$ cat config.mk
export PLATFORM = sky130hd
export DESIGN_NAME = fragment_reassembly_tracker
export DESIGN_NICKNAME = d
export VERILOG_FILES = /design/src/rtl/frt_pkg.sv /design/src/rtl/fragment_reassembly_tracker.sv /design/src/rtl/frt_ram.sv /design/src/rtl/frt_ctrl.sv
export SDC_FILE = /design/constraint.sdc
export NUM_CORES = 2
export LEC_CHECK = 0
export BUFFER_PORTS_ARGS = -buffer_cell sky130_fd_sc_hd__buf_2
export CAP_MARGIN = 20
export CORE_UTILIZATION = 35
export CTS_BUF_LIST = sky130_fd_sc_hd__clkbuf_4
export DETAILED_ROUTE_END_ITERATION = 10
export HOLD_SLACK_MARGIN = 0.1
export PLACE_DENSITY_LB_ADDON = 0.15
export SLEW_MARGIN = 10
export SYNTH_ARGS = -nofsm -noshare
export SYNTH_HDL_FRONTEND = slang
export SYNTH_SLANG_ARGS = --single-unit
$ cat constraint.sdc
create_clock -name clk -period 11.7 [get_ports clk]
set_input_delay 2.34 -clock clk [delete_from_list [all_inputs] [get_ports clk]]
set_output_delay 2.34 -clock clk [all_outputs]
set_load 0.005 [all_outputs]
$ cat src/rtl/frt_pkg.sv
`default_nettype none
package frt_pkg;

	localparam int CONTEXTS_DEF = 16;
	localparam int MAX_FRAGS_DEF = 64;
	localparam int TIMEOUT_SECONDS = 10;
	localparam int TICKS_PER_SECOND = 1000;
	localparam logic [15:0] TIMEOUT_RESET = 16'(TIMEOUT_SECONDS * TICKS_PER_SECOND);
	localparam int BITMAP_BITS = 64;

	localparam logic [3:0] ST_SINGLE        = 4'd0;
	localparam logic [3:0] ST_BAD_NUMBER    = 4'd1;
	localparam logic [3:0] ST_NOT_FIRST     = 4'd2;
	localparam logic [3:0] ST_TOO_MANY      = 4'd3;
	localparam logic [3:0] ST_TABLE_FULL    = 4'd4;
	localparam logic [3:0] ST_BUFFERED      = 4'd5;
	localparam logic [3:0] ST_COMPLETE_OK   = 4'd6;
	localparam logic [3:0] ST_COMPLETE_FAIL = 4'd7;
	localparam logic [3:0] ST_TICK          = 4'd8;

	typedef struct packed {
		logic        mode;
		logic [31:0] identity;
		logic [7:0]  fragment_no;
		logic [7:0]  total_fragments;
		logic [15:0] fragment_size;
	} in_item_t;

	typedef struct packed {
		logic [3:0]  status;
		logic [31:0] pkt_id;
		logic [21:0] packet_size;
		logic [4:0]  expired_count;
	} out_item_t;

	// one context entry as held in the context memory
	typedef struct packed {
		logic [31:0] identity;
		logic [6:0]  expected;
		logic [6:0]  count;
		logic [21:0] size_sum;
		logic [63:0] seen_map;
		logic        bad;
		logic [15:0] age;
	} ctx_t;

	localparam int CTX_W = $bits(ctx_t);

endpackage
`default_nettype wire

$ cat src/rtl/fragment_reassembly_tracker.sv
// A tick visits every context in a read state and a write state (S_TICKR,
// S_TICKW); a fragment needing the context lookup passes S_SCAN, S_WAIT and
// S_OUT, then S_FRAG when it updates a hit; for a single or badly numbered
// fragment out_valid rises at the accepting edge. One item at a time: input
// stalls until the result has transferred; the identity scan sets the rate.
// Reset clears valid bits and the handshake state; timeout returns to 10000.
`default_nettype none
module fragment_reassembly_tracker
	import frt_pkg::*;
#(
	parameter int CONTEXTS = CONTEXTS_DEF,
	parameter int MAX_FRAGS = MAX_FRAGS_DEF
) (
	input  wire logic      clk,
	input  wire logic      arst_n,
	input  wire in_item_t  in_data,
	input  wire logic      in_valid,
	output logic           in_stall,
	output out_item_t      out_data,
	output logic           out_valid,
	input  wire logic      out_stall,
	input  wire logic [15:0] cfg_data,
	input  wire logic      cfg_valid,
	output logic           cfg_ready
);
	localparam int AW = (CONTEXTS > 1) ? $clog2(CONTEXTS) : 1;

	logic [15:0]   timeout_q;
	logic          ram_we;
	logic [AW-1:0] ram_waddr, ram_raddr;
	ctx_t          ram_wdata, ram_rdata;

	assign cfg_ready = 1'b1;

	always_ff @(posedge clk or negedge arst_n) begin
		if (!arst_n)
			timeout_q <= TIMEOUT_RESET;
		else if (cfg_valid && cfg_ready)
			timeout_q <= cfg_data;
	end

	frt_ctrl #(.CONTEXTS(CONTEXTS), .MAX_FRAGS(MAX_FRAGS)) u_ctrl (
		.clk, .arst_n, .in_data, .in_valid, .in_stall,
		.out_data, .out_valid, .out_stall, .timeout_q,
		.ram_we, .ram_waddr, .ram_wdata, .ram_raddr, .ram_rdata
	);

	frt_ram #(.WIDTH(CTX_W), .DEPTH(1 << AW)) u_ctx_ram (
		.clk, .we(ram_we), .waddr(ram_waddr), .wdata(ram_wdata),
		.raddr(ram_raddr), .rdata(ram_rdata)
	);
endmodule
`default_nettype wire

$ cat src/rtl/frt_ram.sv
`default_nettype none
module frt_ram #(
	parameter int WIDTH = 8,
	parameter int DEPTH = 16
) (
	input  wire logic                     clk,
	input  wire logic                     we,
	input  wire logic [$clog2(DEPTH)-1:0] waddr,
	input  wire logic [WIDTH-1:0]         wdata,
	input  wire logic [$clog2(DEPTH)-1:0] raddr,
	output logic      [WIDTH-1:0]         rdata
);
	logic [WIDTH-1:0] mem [DEPTH];

	always_ff @(posedge clk) begin
		if (we)
			mem[waddr] <= wdata;
		rdata <= mem[raddr];
	end
endmodule
`default_nettype wire

$ cat src/rtl/frt_ctrl.sv
`default_nettype none
module frt_ctrl
	import frt_pkg::*;
#(
	parameter int CONTEXTS = CONTEXTS_DEF,
	parameter int MAX_FRAGS = MAX_FRAGS_DEF,
	localparam int AW = (CONTEXTS > 1) ? $clog2(CONTEXTS) : 1
) (
	input  wire logic      clk,
	input  wire logic      arst_n,
	input  wire in_item_t  in_data,
	input  wire logic      in_valid,
	output logic           in_stall,
	output out_item_t      out_data,
	output logic           out_valid,
	input  wire logic      out_stall,
	input  wire logic [15:0] timeout_q,
	output logic           ram_we,
	output logic [AW-1:0]  ram_waddr,
	output ctx_t           ram_wdata,
	output logic [AW-1:0]  ram_raddr,
	input  wire ctx_t      ram_rdata
);
	localparam logic [2:0] S_IDLE  = 3'd0;
	localparam logic [2:0] S_SCAN  = 3'd1;
	localparam logic [2:0] S_WAIT  = 3'd2;
	localparam logic [2:0] S_FRAG  = 3'd3;
	localparam logic [2:0] S_TICKR = 3'd4;
	localparam logic [2:0] S_TICKW = 3'd5;
	localparam logic [2:0] S_OUT   = 3'd6;

	logic [2:0]          state_q;
	in_item_t            item_q;
	logic [CONTEXTS-1:0] valid_q;
	logic [AW:0]         idx_q;
	logic [4:0]          freed_q;
	out_item_t           res_q;
	logic                res_v_q;

	logic [CONTEXTS-1:0] ident_hit_q;
	logic [AW-1:0]       hit_idx, free_idx;
	logic                hit_any, free_any;
	logic [AW-1:0]       sel_q;

	// identity of every entry is matched by reading the memory one entry a cycle
	// during the scan into the match vector; the lowest live hit and free entry win
	always_comb begin
		hit_any = 1'b0;
		hit_idx = '0;
		free_any = 1'b0;
		free_idx = '0;
		for (int i = CONTEXTS - 1; i >= 0; i--) begin
			if (ident_hit_q[i] && valid_q[i]) begin
				hit_any = 1'b1;
				hit_idx = AW'(i);
			end
			if (!valid_q[i]) begin
				free_any = 1'b1;
				free_idx = AW'(i);
			end
		end
	end

	logic last_idx;
	assign last_idx = (idx_q == (AW+1)'(CONTEXTS - 1));

	assign in_stall = (state_q != S_IDLE) || res_v_q;
	assign out_data = res_q;
	assign out_valid = res_v_q;
	assign ram_raddr = (state_q == S_IDLE) ? '0 :
		(state_q == S_FRAG || state_q == S_WAIT) ? sel_q : idx_q[AW-1:0];

	// fragment read-modify-write
	ctx_t          upd;
	logic          bad_no;
	logic [63:0]   bit_m;
	logic [6:0]    cnt_n;
	logic [21:0]   sum_n;
	always_comb begin
		upd = ram_rdata;
		bad_no = (item_q.fragment_no == 8'd0) ||
			(item_q.fragment_no > {1'b0, ram_rdata.expected}) ||
			(item_q.fragment_no > 8'(BITMAP_BITS));
		bit_m = 64'd1 << item_q.fragment_no[5:0] - 6'd1;
		if (bad_no)
			upd.bad = 1'b1;
		else begin
			if ((ram_rdata.seen_map & bit_m) != '0)
				upd.bad = 1'b1;
			upd.seen_map = ram_rdata.seen_map | bit_m;
		end
		cnt_n = ram_rdata.count + 7'd1;
		sum_n = ram_rdata.size_sum + 22'(item_q.fragment_size);
		upd.count = cnt_n;
		upd.size_sum = sum_n;
	end

	logic [15:0] age_n;
	assign age_n = (ram_rdata.age != 16'hFFFF) ? ram_rdata.age + 16'd1 : ram_rdata.age;

	ctx_t new_ctx;
	always_comb begin
		new_ctx.identity = item_q.identity;
		new_ctx.expected = item_q.total_fragments[6:0];
		new_ctx.count = 7'd1;
		new_ctx.size_sum = 22'(item_q.fragment_size);
		new_ctx.seen_map = 64'd1;
		new_ctx.bad = 1'b0;
		new_ctx.age = '0;
	end

	// a first fragment with no context takes the lowest free entry
	logic alloc;
	assign alloc = !hit_any && (item_q.fragment_no == 8'd1) &&
		(item_q.total_fragments <= 8'(MAX_FRAGS)) && free_any;

	always_comb begin
		ram_we = 1'b0;
		ram_waddr = sel_q;
		ram_wdata = upd;
		unique case (state_q)
			// write back only once the entry's read has landed
			S_FRAG: ram_we = (idx_q != '0);
			S_TICKW: begin
				ram_we = valid_q[idx_q[AW-1:0]];
				ram_waddr = idx_q[AW-1:0];
				ram_wdata = ram_rdata;
				ram_wdata.age = age_n;
			end
			S_OUT: begin
				ram_we = alloc;
				ram_waddr = free_idx;
				ram_wdata = new_ctx;
			end
			default: ram_we = 1'b0;
		endcase
	end

	always_ff @(posedge clk or negedge arst_n) begin
		if (!arst_n) begin
			state_q <= S_IDLE;
			valid_q <= '0;
			idx_q <= '0;
			freed_q <= '0;
			res_v_q <= 1'b0;
			ident_hit_q <= '0;
			sel_q <= '0;
		end else begin
			if (res_v_q && !out_stall)
				res_v_q <= 1'b0;
			unique case (state_q)
				S_IDLE: begin
					if (in_valid && !in_stall) begin
						item_q <= in_data;
						idx_q <= '0;
						freed_q <= '0;
						ident_hit_q <= '0;
						if (in_data.mode)
							state_q <= S_TICKR;
						else if (in_data.total_fragments <= 8'd1) begin
							res_q <= '{ST_SINGLE, in_data.identity,
								22'(in_data.fragment_size), 5'd0};
							res_v_q <= 1'b1;
						end else if (in_data.fragment_no > in_data.total_fragments) begin
							res_q <= '{ST_BAD_NUMBER, in_data.identity,
								22'(in_data.fragment_size), 5'd0};
							res_v_q <= 1'b1;
						end else
							state_q <= S_SCAN;
					end
				end
				S_SCAN: begin
					// read address idx_q issued; data arrives next cycle
					idx_q <= idx_q + 1'b1;
					if (idx_q != '0)
						ident_hit_q[idx_q[AW-1:0] - 1'b1] <=
							(ram_rdata.identity == item_q.identity);
					if (last_idx)
						state_q <= S_WAIT;
				end
				S_WAIT: begin
					ident_hit_q[CONTEXTS-1] <= (ram_rdata.identity == item_q.identity);
					state_q <= S_OUT;
					sel_q <= '0;
				end
				S_OUT: begin
					// decide; a write here only lands for a new context
					if (hit_any) begin
						sel_q <= hit_idx;
						state_q <= S_FRAG;
						idx_q <= '0;
					end else begin
						state_q <= S_IDLE;
						res_v_q <= 1'b1;
						if (item_q.fragment_no != 8'd1)
							res_q <= '{ST_NOT_FIRST, item_q.identity,
								22'(item_q.fragment_size), 5'd0};
						else if (item_q.total_fragments > 8'(MAX_FRAGS))
							res_q <= '{ST_TOO_MANY, item_q.identity,
								22'(item_q.fragment_size), 5'd0};
						else if (!free_any)
							res_q <= '{ST_TABLE_FULL, item_q.identity,
								22'(item_q.fragment_size), 5'd0};
						else begin
							valid_q[free_idx] <= 1'b1;
							res_q <= '{ST_BUFFERED, item_q.identity,
								22'(item_q.fragment_size), 5'd0};
						end
					end
				end
				S_FRAG: begin
					// idx_q marks whether the read has landed
					if (idx_q == '0)
						idx_q <= (AW+1)'(1);
					else begin
						state_q <= S_IDLE;
						res_v_q <= 1'b1;
						if (cnt_n >= ram_rdata.expected) begin
							valid_q[sel_q] <= 1'b0;
							res_q <= '{(upd.bad ? ST_COMPLETE_FAIL : ST_COMPLETE_OK),
								item_q.identity, sum_n, 5'd0};
						end else
							res_q <= '{ST_BUFFERED, item_q.identity,
								22'(item_q.fragment_size), 5'd0};
					end
				end
				S_TICKR: state_q <= S_TICKW;
				S_TICKW: begin
					if (valid_q[idx_q[AW-1:0]] && age_n >= timeout_q) begin
						valid_q[idx_q[AW-1:0]] <= 1'b0;
						if (freed_q != 5'd31)
							freed_q <= freed_q + 5'd1;
					end
					if (last_idx) begin
						state_q <= S_IDLE;
						res_v_q <= 1'b1;
						res_q <= '{ST_TICK, 32'd0, 22'd0,
							(valid_q[idx_q[AW-1:0]] && age_n >= timeout_q &&
							 freed_q != 5'd31) ? freed_q + 5'd1 : freed_q};
					end else begin
						idx_q <= idx_q + 1'b1;
						state_q <= S_TICKR;
					end
				end
				default: state_q <= S_IDLE;
			endcase
		end
	end

	// the FRAG write must be at the selected, live entry
	assert property (@(posedge clk) disable iff (!arst_n)
		(state_q == S_FRAG) |-> valid_q[sel_q])
		else $error("update of free context");
	assert property (@(posedge clk) disable iff (!arst_n)
		(state_q != S_IDLE) |-> in_stall)
		else $error("input taken while busy");
	assert property (@(posedge clk) disable iff (!arst_n)
		(res_v_q && out_stall) |=> (res_v_q && $stable(res_q)))
		else $error("result lost");
endmodule
`default_nettype wire
### After elaboration in Yosys (flattened, before gate mapping)

Memories as Yosys holds them, arrays and structs flattened. A register that Yosys moved wholly into a read port is not among the register bits.
Index checks and enable logic that the tools add are counted.

| word-level totals | value |
|---|---|
| flip-flop bits (word level) | 193 |
| bits in latches | 0 |
| RAM bits | 2384 |
| memory bits (read-only) | 0 |
| input bits | 86 |
| output and inout bits | 66 |
| logic and storage cells | 276 |
| memories | 1 |

Memory list:

| name | words | bits a word | rd ports | clocked after Yosys merged registers in | write ports | line | source |
|---|---|---|---|---|---|---|---|
| u_ctx_ram.mem | 16 | 149 | 1 | 1 | 1 | frt_ram.sv:13 | `logic [WIDTH-1:0] mem [DEPTH];` |

| operators by class | value |
|---|---|
| add/subtract/negate cells | 7 |
| multiply operators | 0 |
| div/mod/pow operators | 0 |
| $lt $le $gt $ge | 16 |
| equality and inequality tests | 31 |
| shift-type cells | 1 |
| mux-type cells | 140 |
| bitwise operators | 7 |
| reduce and logical (&&, ||, !) cells | 56 |

Operators by type and width:

| kind | number |
|---|---|
| $mux 63 | 10 |
| $pmux 149 s2 | 1 |
| $pmux 63 s4 | 1 |
| $mux 16 | 10 |
| $mux 4 | 35 |
| $and 64x64->64 | 1 |
| $mux 64 | 1 |
| $or 64x64->64 | 1 |
| $reduce_bool 64->1 | 1 |
| $shl 1x6->64 const A | 1 |
| $mux 60 | 1 |
| $mux 1 | 50 |
| $pmux 16 s3 | 1 |
| $mux 5 | 7 |
| $and 16x16->16 | 2 |
| $eq 32x32->1 | 1 |
| $not 16->16 | 2 |
| $pmux 15 s2 | 1 |
| $logic_and 1x1->1 | 27 |
| $pmux 5 s5 | 1 |
| $add 22x16->22 | 1 |
| $mux 3 | 7 |
| $pmux 3 s7 | 1 |
| $lt 4x5->1 const B | 4 |
| other kinds (47) | 90 |

### Depth between registers and ports, before layout

| depth | value |
|---|---|
| depth after elaboration | 26 |
| gate-level depth with buffers | 16 |
| mapped depth without buffers | 15 |

### Hierarchy

A second synthesis with hierarchy kept.

| second synthesis, totals | value |
|---|---|
| cell total of the unflattened synthesis | 5488 |
| area, all modules | 106646.0 um2 |

Modules (own cells, without submodules):

| module | times used | cells an instance | area an instance (um2) | seq. area each (um2) |
|---|---|---|---|---|
| frt_ram | 1 | 3892 | 92469.9 | 74571.5 |
| frt_ctrl | 1 | 1560 | 13509.2 | 5064.9 |
| fragment_reassembly_tracker | 1 | 36 | 666.9 | 406.6 |

### Worst setup path after synthesis

OpenSTA, ideal clock, no wires.

| path | value |
|---|---|
| path kind | register to register |
| from | register u_ctrl.idx_q[1] |
| to | memory u_ctx_ram.mem[2][0] (netlist name), enable pin |
| setup time | 0.660 ns |
| arrival | 8.109 ns |
| required time | 11.040 ns |
| slack | 2.931 ns |
| cell stages (with the launch flop) | 9 |
| path buffers | 1 |
| clock period less this slack | 8.769 ns |
| cells stage by stage | dfrtp_1 > clkbuf_1 > inv_1 > ha_1 > nor4b_1 > nor2_1 > a211oi_2 > or3b_1 > nor2_1 |

| on the way | value |
|---|---|
| longest elaborated chain between the ends | 5 |
| elaborated cells on any way between the ends | 7 |
| classes of those cells | 6 x mux; 1 x reduce/logical |

RTL lines:

| item | line | source |
|---|---|---|
| from (decl) | frt_ctrl.sv:35 | `logic [AW:0] idx_q;` |
| from (signal assigned) | frt_ctrl.sv:174 | `idx_q <= idx_q + 1'b1;` |
| from (signal assigned) | frt_ctrl.sv:214 | `idx_q <= (AW+1)'(1);` |
| from (signal assigned) | frt_ctrl.sv:241 | `idx_q <= idx_q + 1'b1;` |
| $bmux 1 s4 | frt_ctrl.sv:125 | `ram_we = valid_q[idx_q[AW-1:0]];` |
| $mux 1 (not written as such) | frt_ctrl.sv:125 |  |
| $pmux 1 s3 | frt_ctrl.sv:121 | `unique case (state_q)` |
| $mux 1 | frt_ram.sv:16 | `if (we)` |
| $mux 1 (not written as such) | frt_ram.sv:17 | `mem[waddr] <= wdata;` |
| to (decl) | frt_ram.sv:13 |  |

Several ways; a longest one is shown, not always the timed one. The select of a mux whose other input is x is not followed.

### Worst setup path after layout

| path | value |
|---|---|
| from | register u_ctrl.state_q[0] |
| to | memory u_ctx_ram.mem[5][60] (netlist name), enable pin |

| on the way | value |
|---|---|
| longest elaborated chain between the ends | 4 |
| elaborated cells on any way between the ends | 7 |
| classes of those cells | 3 x eq/ne; 4 x mux |

RTL lines:

| item | line | source |
|---|---|---|
| from (decl) | frt_ctrl.sv:32 | `logic [2:0] state_q;` |
| from (signal assigned) | frt_ctrl.sv:141 | `state_q <= S_IDLE;` |
| from (signal assigned) | frt_ctrl.sv:159 | `state_q <= S_TICKR;` |
| from (signal assigned) | frt_ctrl.sv:169 | `state_q <= S_SCAN;` |
| $eq 3x3->1 or $eq 3x2->1 (tied branches) | frt_ctrl.sv:121 |  |
| $pmux 1 s3 | frt_ctrl.sv:121 |  |
| $mux 1 | frt_ram.sv:16 |  |
| $mux 1 (not written as such) | frt_ram.sv:17 |  |

Several ways; a longest one is shown, not always the timed one.

==> summary.txt <==
STA
  • Tmin final: ~6.2 ns
  • Unrepaired setup endpoints after global routing: false
  • Clock skew: around 0.11 ns
  • Fin. max-slew vios: 0
  • Fin Setup TNS: 0 ns
  • Setup violators final: 0
  • Worst slew margin: between 20 and 25%
  • WHS: roughly 0.52 ns
  • Final Hold Vio Count: 0
  • Least-Margin Pin Slew: 1.14 ns
  • Fmax: between 0.15 and 0.2 GHz
  • Crit share post-route: ~53%

Floorplanning
  • DIE WIDTH: 565 µm
  • Die Y: between 500 and 600 µm
  • Rows: approximately 210
  • Core area: approximately 310000 µm²
  • # IOs: 152
  • Die area: around 320000 µm²
  • Initial cell density of the core: approximately a third

Pwr
  • Leak: ~44 nW
  • P per Cell Area: 242 nW/µm²
  • Total power: approximately 0.03 W
  • Worst IR drop on VDD: roughly 0.18 mV

Setup path
  • Worst EP required: ~13 ns
  • CP startpoint: u_ctrl.state_q[0]
  • Worst R2R Start: u_ctrl.state_q[0]
  • Reg-to-Reg End: u_ctx_ram.mem[5][60]
  • CP max FO: approximately 110
  • WP data arrival: 7.31 ns
  • FF-to-FF path depth: 11
  • Kind of critical path: reg2reg
  • CP Launch Type: flip-flop
  • Setup crit end: u_ctx_ram.mem[5][60]
  • Crit end category: flip-flop
  • Flop-to-flop setup slack: 5.47 ns

Clock network
  • Clock slew at reported path FFs: ~0.070 ns
  • H-tree lvl count: 6
  • CTS Buf Count: between 700 and 800
  • CTS Hold Buffers Added: 0
  • Clk sinks: about 2.7k
  • Root Buffer: clkbuf_4
  • Clk_lat worst skew: 1.58 ns
  • Max clock buf depth: 4
  • Postcts setup bufs: 0
  • CTS tree: built
  • Post_cts resized: 0

Detailed routing
  • DR pass1 iterations: 7
  • Vias/cell: approximately 5.4
  • Initial DRC Count: ~7.1k
  • Post-route antenna net violation count: 0
  • Vias: 75.9k
  • Drt wl/cell: between 20 and 25 µm
  • Residual DRC: 0
  • DRT Wirelength: around 340000 µm

Synthesis
  • Post-synth EDFFs: 2511
  • Post-Syn Nets: around 9k
  • Syn Inst Count: around 9k
  • Register area share after synthesis: between 70 and 80%
  • Synth unique cells: 94
  • Post-synth top area share: between 60% and 70%
  • Synth warn: 0
  • Synth area leader: edfxtp_1
  • Synth area leaders: edfxtp_1 (68%), nand2_1 (8.3%), nand3_1 (5.7%)
  • Synth Cell Area: about 110000 µm²
  • Synthesized flop and latch total: 2726
  • Syn avg cell area: 12.5 µm²
  • Async SR Flop Fraction: 2.42%
  • Top FF cell, synth: edfxtp_1

Cells and area
  • Layout cell share with drive strength beyond 1: about 17%
  • Area Overhead vs Synth: 13.8%
  • Post-Layout Inst Area: between 100000 and 150000 µm²
  • Final Util: about two fifths
  • Most common cell after layout, fill and taps aside: edfxtp_1
  • Nets: 9485
  • Commonest cells after routing, fill and taps aside: edfxtp_1 (2511), nand2_1 (2446), nand3_1 (1267)

Global route
  • Grt total ovfl: 0
  • Vias in the first global route: approximately 75k
  • First-pass GRT wire length: just over 500000 µm
  • Global Route Usage Sum: a little over a fifth
  • Initial antenna violation count: 15
  • Largest net degree at the start of global routing: ~170

Placed design
  • Port bufs: 150
  • DP Area: 116000 µm²
  • GPL Wtd Cong: between 0.8 and 0.9
  • DP HPWL: 176000 µm

Run status
  • Status: finished, final reports clean

Hold path
  • HP Class: reg2reg

Run
  • Max_cap viols: 0
-- through the flow --
step	setup slack (ns)	std cells
final	5.47	14100
after global routing	5.10	14100
after CTS	5.51	14100
after detailed placement	5.57	12800
after global placement	5.57	12700
after floorplan	2.93	8857
-- worst max-delay path, stage by stage, from the launching register on --
cell and delay, ns:
dfrtp_1 0.71, nor2b_1 0.83, nand2_4 0.36, clkinv_2 0.53
nor2_4 0.15, a22oi_1 0.22, o31ai_1 0.16, nor2_1 0.19
nand2_1 0.27, nor2_4 0.65, buf_12 0.77, buf_4 0.69
-- flip-flops by register name (all words and copies together), names as in the netlist --
register            cells
timeout_q              16
u_ctrl.freed_q          5
u_ctrl.ident_hit_q     16
u_ctrl.idx_q            5
u_ctrl.item_q          64
u_ctrl.out_data        63
u_ctrl.out_valid        1
u_ctrl.sel_q            4
u_ctrl.state_q          3
u_ctrl.valid_q         16
u_ctx_ram.mem        2384
u_ctx_ram.rdata       149
-- cells in the mapped netlist (all sizes together), types with 66 or more instances --
| master | count |
|---|---|
| o21ai | 175 |
| nor2 | 113 |
| buf | 235 |
| a31oi | 165 |
| a21oi | 104 |
| and3 | 161 |
| nand2 | 2452 |
| edfxtp | 2511 |
| a311oi | 299 |
| ha | 66 |
| dfxtp | 149 |
| nand3 | 1267 |
| a211oi | 159 |
| clkbuf | 389 |
-- report_power, final --
part / internal (W) / leakage [nW] / switching, W
Clock: 0.00472 / 5.80 / 0.00402
Sequential: 0.0129 / 24.8 / 0.000519
Combinational: 0.00215 / 13.7 / 0.00621
-- layout make-up --
class                      instances  area (µm²)
fill                           30000      189000
sequential                      2726       80000
multi-input combinational       5447       28200
clock buffer                    1149        8630
tap                             4160        5200
timing repair buffer             374        2730
clock inverter                   175        1130
inverter                          60         226
antenna                            9        22.5
-- per-layer routing --
layer  routed length (µm)  share of wire [%]  track usage [%]
met5                   13             0.0038                0
met3                21000                6.1             3.34
met2               162000                 47             34.4
met4                 7600                2.2             6.09
met1               153000                 45             29.2
-- cells by family (layout without fill, tap and decap cells) --
logic type / after synthesis / after routing / share of synthesized area [%]
flip-flops: 2726 / 2726 / 72.2
multiplexers: 24 / 24 / 0.292
AO/OA/AOI/OAI: 1105 / 1105 / 7.17
adder cells (fa/ha/maj): 67 / 67 / 0.763
other: 1 / 10 / 0.00338
XOR/XNOR: 72 / 72 / 0.569
AND/OR/NAND/NOR: 4178 / 4178 / 16.4
buffers and inverters: 684 / 1758 / 2.58
-- worst min-delay path by stage --
stage               startpoint  depth (start not counted)               to
2_1_floorplan  u_ctrl.idx_q[4]                          2  u_ctrl.idx_q[4]
3_3_place_gp   u_ctrl.idx_q[4]                          2  u_ctrl.idx_q[4]
3_5_place_dp      timeout_q[4]                          2     timeout_q[4]
4_1_cts           timeout_q[4]                          2     timeout_q[4]
5_1_grt           timeout_q[4]                          2     timeout_q[4]
6_report          timeout_q[4]                          2     timeout_q[4]
Power figures use the tool's default switching activity.
